### src/union_find_edge_filter_assert.svh
// Assertion macros shared by the union-find edge filter.
`ifndef UNION_FIND_EDGE_FILTER_ASSERT_SVH
`define UNION_FIND_EDGE_FILTER_ASSERT_SVH

// Same-cycle implication, sampled on clk, off while arst_n is low.
`define UFEF_ASSERT_NOW(label, ante, cons, msg) \
	label: assert property (@(posedge clk) disable iff (!arst_n) (ante) |-> (cons)) \
		else $error(msg);

// Next-cycle implication, sampled on clk, off while arst_n is low.
`define UFEF_ASSERT_NEXT(label, ante, cons, msg) \
	label: assert property (@(posedge clk) disable iff (!arst_n) (ante) |=> (cons)) \
		else $error(msg);

`endif

### src/ufef_pkg.sv
// Shared constants and controller/datapath interface types of the union-find edge filter.
package ufef_pkg;

	localparam int NODES  = 1024;
	localparam int NODE_W = 10;
	localparam int LEN_W  = 32;
	localparam int CNT_W  = 10;

	localparam logic [CNT_W-1:0]  CNT_MAX   = CNT_W'(1023);
	localparam logic [NODE_W-1:0] NODE_LAST = NODE_W'(NODES - 1);

	// Commands from the controller to the datapath.
	typedef struct packed {
		logic load_in;       // capture an accepted input transfer
		logic clear_count;   // zero the new road counter
		logic sweep_wr;      // write one entry of the clearing pass
		logic rd_node;       // read address is the current endpoint, else the last read data
		logic cur_load_node; // cursor takes the current endpoint
		logic cur_load_data; // cursor follows the parent link just read
		logic root_take;     // cursor is the root: keep it
		logic comp_wr;       // point the cursor node at the root
		logic save_ra;       // keep the first root, move on to the second endpoint
		logic link;          // link the first root under the second
		logic load_out;      // fill the output register
	} ufef_cmd_t;

	// Status from the datapath to the controller.
	typedef struct packed {
		logic in_mode;       // mode field of the offered transfer
		logic in_range;      // both offered endpoints lie below NODES
		logic is_root;       // read data equals the cursor
		logic next_is_root;  // read data equals the found root
		logic side;          // working on the second endpoint
		logic sweep_last;    // clearing pass writes its last entry
	} ufef_sts_t;

endpackage

### src/ufef_ctrl.sv
// Controller of the union-find edge filter: sequences clearing, root walks, compression and link.
module ufef_ctrl import ufef_pkg::*; (
	input  logic      clk,
	input  logic      arst_n,
	input  logic      in_valid,
	output logic      in_stall,
	output logic      out_valid,
	input  logic      out_stall,
	input  ufef_sts_t sts,
	output ufef_cmd_t cmd
);

	typedef enum logic [3:0] {
		ST_SWEEP_RST,
		ST_SWEEP_CLR,
		ST_IDLE,
		ST_FIND_RD,
		ST_FIND_WALK,
		ST_COMP_START,
		ST_COMP_WALK,
		ST_LINK,
		ST_RESULT
	} state_t;

	state_t state_q;
	logic   out_valid_q;
	logic   out_free;
	logic   take_in;

	assign out_free = !out_valid_q || !out_stall;
	assign take_in  = (state_q == ST_IDLE) && in_valid;

	assign in_stall  = (state_q != ST_IDLE);
	assign out_valid = out_valid_q;

	always_comb begin
		cmd               = '0;
		cmd.load_in       = take_in;
		cmd.clear_count   = take_in && !sts.in_mode;
		cmd.sweep_wr      = (state_q == ST_SWEEP_RST) || (state_q == ST_SWEEP_CLR);
		cmd.rd_node       = (state_q == ST_FIND_RD) || (state_q == ST_COMP_START);
		cmd.cur_load_node = cmd.rd_node;
		cmd.cur_load_data = ((state_q == ST_FIND_WALK) && !sts.is_root) ||
		                    ((state_q == ST_COMP_WALK) && !sts.next_is_root);
		cmd.root_take     = (state_q == ST_FIND_WALK) && sts.is_root;
		cmd.comp_wr       = (state_q == ST_COMP_WALK);
		cmd.save_ra       = (state_q == ST_COMP_WALK) && sts.next_is_root && !sts.side;
		cmd.link          = (state_q == ST_LINK);
		cmd.load_out      = (state_q == ST_RESULT) && out_free;
	end

	always_ff @(posedge clk or negedge arst_n) begin
		if (!arst_n) begin
			state_q     <= ST_SWEEP_RST;
			out_valid_q <= 1'b0;
		end else begin
			if (cmd.load_out) begin
				out_valid_q <= 1'b1;
			end else if (!out_stall) begin
				out_valid_q <= 1'b0;
			end
			case (state_q)
				ST_SWEEP_RST: begin
					if (sts.sweep_last) begin
						state_q <= ST_IDLE;
					end
				end
				ST_SWEEP_CLR: begin
					if (sts.sweep_last) begin
						state_q <= ST_RESULT;
					end
				end
				ST_IDLE: begin
					if (in_valid) begin
						if (!sts.in_mode) begin
							state_q <= ST_SWEEP_CLR;
						end else if (!sts.in_range) begin
							state_q <= ST_RESULT;
						end else begin
							state_q <= ST_FIND_RD;
						end
					end
				end
				ST_FIND_RD: begin
					state_q <= ST_FIND_WALK;
				end
				ST_FIND_WALK: begin
					if (sts.is_root) begin
						state_q <= ST_COMP_START;
					end
				end
				ST_COMP_START: begin
					state_q <= ST_COMP_WALK;
				end
				ST_COMP_WALK: begin
					if (sts.next_is_root) begin
						state_q <= sts.side ? ST_LINK : ST_FIND_RD;
					end
				end
				ST_LINK: begin
					state_q <= ST_RESULT;
				end
				ST_RESULT: begin
					if (out_free) begin
						state_q <= ST_IDLE;
					end
				end
				default: begin
					state_q <= ST_IDLE;
				end
			endcase
		end
	end

endmodule

### config.mk
export PLATFORM = sky130hd
export DESIGN_NAME = ufef_ctrl
export DESIGN_NICKNAME = d
export VERILOG_FILES = /design/src/union_find_edge_filter_assert.svh /design/src/ufef_pkg.sv /design/src/ufef_ctrl.sv
export SDC_FILE = /design/constraint.sdc
export NUM_CORES = 1
export LEC_CHECK = 0
export BUFFER_PORTS_ARGS = -buffer_cell sky130_fd_sc_hd__buf_2
export CORE_AREA = 2 2 39 41
export CTS_CLUSTER_SIZE = 16
export DETAILED_ROUTE_END_ITERATION = 6
export DIE_AREA = 0 0 41 43
export PLACE_DENSITY = 0.67
export SLEW_MARGIN = 25
export SYNTH_ARGS = -nofsm -noshare
export SYNTH_HDL_FRONTEND = slang
export SYNTH_SLANG_ARGS = --single-unit
export TNS_END_PERCENT = 20
### constraint.sdc
create_clock -name clk -period 1.7 [get_ports clk]
set_input_delay 0.17 -clock clk [delete_from_list [all_inputs] [get_ports clk]]
set_output_delay 0.17 -clock clk [all_outputs]
set_load 0.01 [all_outputs]
==> flow_summary.yaml <==
worst_setup_path:
  cp.arrival_ns: 1.78
  crit_path_start: "state_q[3]"
  critical_path_required_ns: 1.82
  worstSetupEndpoint: "state_q[0]"
  r2r-start: "state_q[3]"
  r2r-end: "state_q[0]"
  crit_fanout: 5
  start_kind: "flip-flop"
  criticalPathCategory: "reg2reg"
  reg2reg_slack_ns: 0.05
  crit_path_end_kind: "flip-flop"
  rr_worst_depth: 6
logic_synthesis:
  yosys.area_share.simple_pct: 36.72
  async_reset_ff_share_pct: 100.0
  synth-seq-cells: 5
  synth_top_family_by_area: "simple AND/OR/NAND/NOR gates"
  syn_inst: 53
  netlist_top_cells_count: "dfrtp_1, nor3_1, a21oi_1, nand2_1"
  syn_avg_cell_area_um2: 9.065
  syn_area_um2: 480.5
  synth_compound_area_share_pct: 16.67
  syn_nets: 63
  synth_area_leaders: "dfrtp_1, o32ai_4, nor3_1, buf_4, a21oi_1"
  synth_xor_area_share_pct: 3.646
  synth-edff-count: 0
  muxShareOfSynthArea_pct: 5.469
  synth_fa_ha_area_share_pct: 0
  ys_warn_count: 0
  synth_top_flop_cell: "dfrtp_1"
  ys_types: 32
  yosys.area.top_type: "dfrtp_1"
  synth_top_area_share_pct: 26.04
  synth_seq_area_share_pct: 26.04
cts:
  cts_tree: "yes"
  ctsLongestPathBuffers: 2
  path_clk_slew_ns: 0.04
  clk_latency_ns: 0.24
  cts_buffers: 3
  cts.htree.levels: 1
  clock-sinks: 5
  root_buffer: "clkbuf_4"
timing:
  finalSetupTns_ns: 0
  hold_viol: 0
  report.final.slew_viol_count: 0
  worstMarginPinSlew_ns: 0.2920
  min_period_ns: 1.655
  fmax_ghz: 0.6044
  finalSetupViolCount: 0
  slew_headroom_pct: 80.37
  fin_ws_ns: 0.04536
  holdWs_ns: 0.2248
  period_share_pct: 97.33
  grt_setup_unrepaired: "true"
  finalClockSkew_ns: 0.001942
floorplan:
  core.rowCount: 14
  dieHeight_um: 43
  start_util_pct: 34.72
  die_w_um: 41
  coreArea_um2: 1384
  dieArea_um2: 1763
  pin_count: 23
finish:
  fin_util_pct: 52.53
  layout.nets: 94
  final_area_um2: 726.9
  antennaDiodeCount: 0
  stdcell_count: 99
  drive_gt1_share_pct: 63.86
  area.growth.synth_to_final_pct: 51.30
power:
  p_comb_share_pct: 74.0
  total_power_mw: 1.364
  ir_worst_vdd_v: 0.0006400
  power_density_nw_per_um2: 1876
  intPower_uw: 777.0
  p_leak_nw: 0.3547
  pwr-share-seq_pct: 15.9
  switching_power_uw: 586.5
  swShare_pct: 43.02
  clkPwrFrac_pct: 10.1
status:
  status: "finished clean"
global_routing:
  antenna_found_initial: 0
  grt_max_degree: 12
  grt_pass1_vias: 447
  track_usage_pct: 15.64
  grt_overflow: 0
  grt_pass1_wl_um: 1849
route:
  viasPerCell: 5.141
  ant_nets: 0
  drt_iter0_drc: 5
  wl_per_cell_um: 12.99
  vias: 509
  drc_errors: 0
  drtPass1Iterations: 4
  wirelength_um: 1286
placement:
  pre_cts_ws_ns: 0.02592
  hpwl_um: 926.3
  gp_congestion: 0.8377
  numPortBuffers: 22
  dp.cells: 92
  placed_cell_area_um2: 611.8
min_path:
  holdCritPathClass: "in2reg"
job:
  maxCapViolations: 0
[critical path, cell delays in order (launching register included)]
cell and delay [ns]:
dfrtp_1 0.40, buf_6 0.13, buf_4 0.14, nand2b_4 0.18
o32ai_4 0.30, nor3_2 0.08, mux2_4 0.30
[worst min-delay path by stage]
stage / endpoint / slack [ns] / start / depth (start not counted)
4_1_cts: out_valid / 0.20 / out_stall / 3
3_5_place_dp: state_q[1] / -0.009 / arst_n / 1
6_report: out_valid / 0.22 / out_stall / 3
3_3_place_gp: state_q[2] / -0.01 / arst_n / 1
5_1_grt: out_valid / 0.25 / out_stall / 3
2_1_floorplan: out_valid / -0.13 / arst_n / 0
[logic make-up (layout without fill, tap and decap cells)]
| group | count (synthesis) | count (layout) |
|---|---|---|
| simple gates | 28 | 28 |
| compound gates | 9 | 9 |
| buf+inv | 7 | 37 |
| flops | 5 | 5 |
| xor+xnor | 2 | 2 |
| mux | 2 | 2 |
[layout by cell type (no fill, tap or decap), drive strengths merged]
master and instances:
and3b 1, or2 1, nor4 1, buf 31, nand2b 4, nor3 6
nand2 4, mux2 2, or4b 2, nor2 4, xnor2 2, nor2b 1
clkbuf 4, o32ai 1, a21o 1, o22ai 1, nor3b 1, a21oi 4
nor4b 1, a22o 1, dfrtp 5, inv 1, nand3b 1, dlygate4sd3 1
a311oi 1, or3 1
[power by group through the flow]
stage                     logic (mW)  registers, mW  clock network [mW]
after floorplan                0.644          0.216                   0
after global placement         0.818          0.226                   0
after detailed placement       0.833          0.227                   0
after global routing            1.10          0.224               0.160
final                           1.01          0.217               0.137
after CTS                      0.915          0.212               0.146
[sequential cells by signal, summed over array words and instances (netlist names)]
register   flops
state_q        4
out_valid      1
[layout make-up]
cell class / instances / area [um2]
Fill cell: 132 / 656.9
Clock buffer: 4 / 26.28
Inverter: 1 / 3.754
Timing Repair Buffer: 32 / 195.2
Multi-Input combinational cell: 41 / 355.3
Sequential cell: 5 / 126.4
Tap cell: 16 / 20.02
[metal layers]
layer / vias up / GRT usage (%) / wire length (um)
met5: - / 0 / 0
met4: 0 / 6.000 / 0
met3: 0 / 3.141 / 8
met2: 3 / 24.06 / 727
met1: 255 / 20.59 / 550
li1: 251 / - / -
[what timing repair did]
item                                    in CTS  in global routing
setup buffers                                3                  0
endpoints found under the setup margin       2                  6
hold endpoints to repair                     5                  0
hold buffers                                 1                  0
gates resized for setup                      4                 10
pin swaps                                    0                  1
Note: power is estimated with default switching activity, not from simulation.
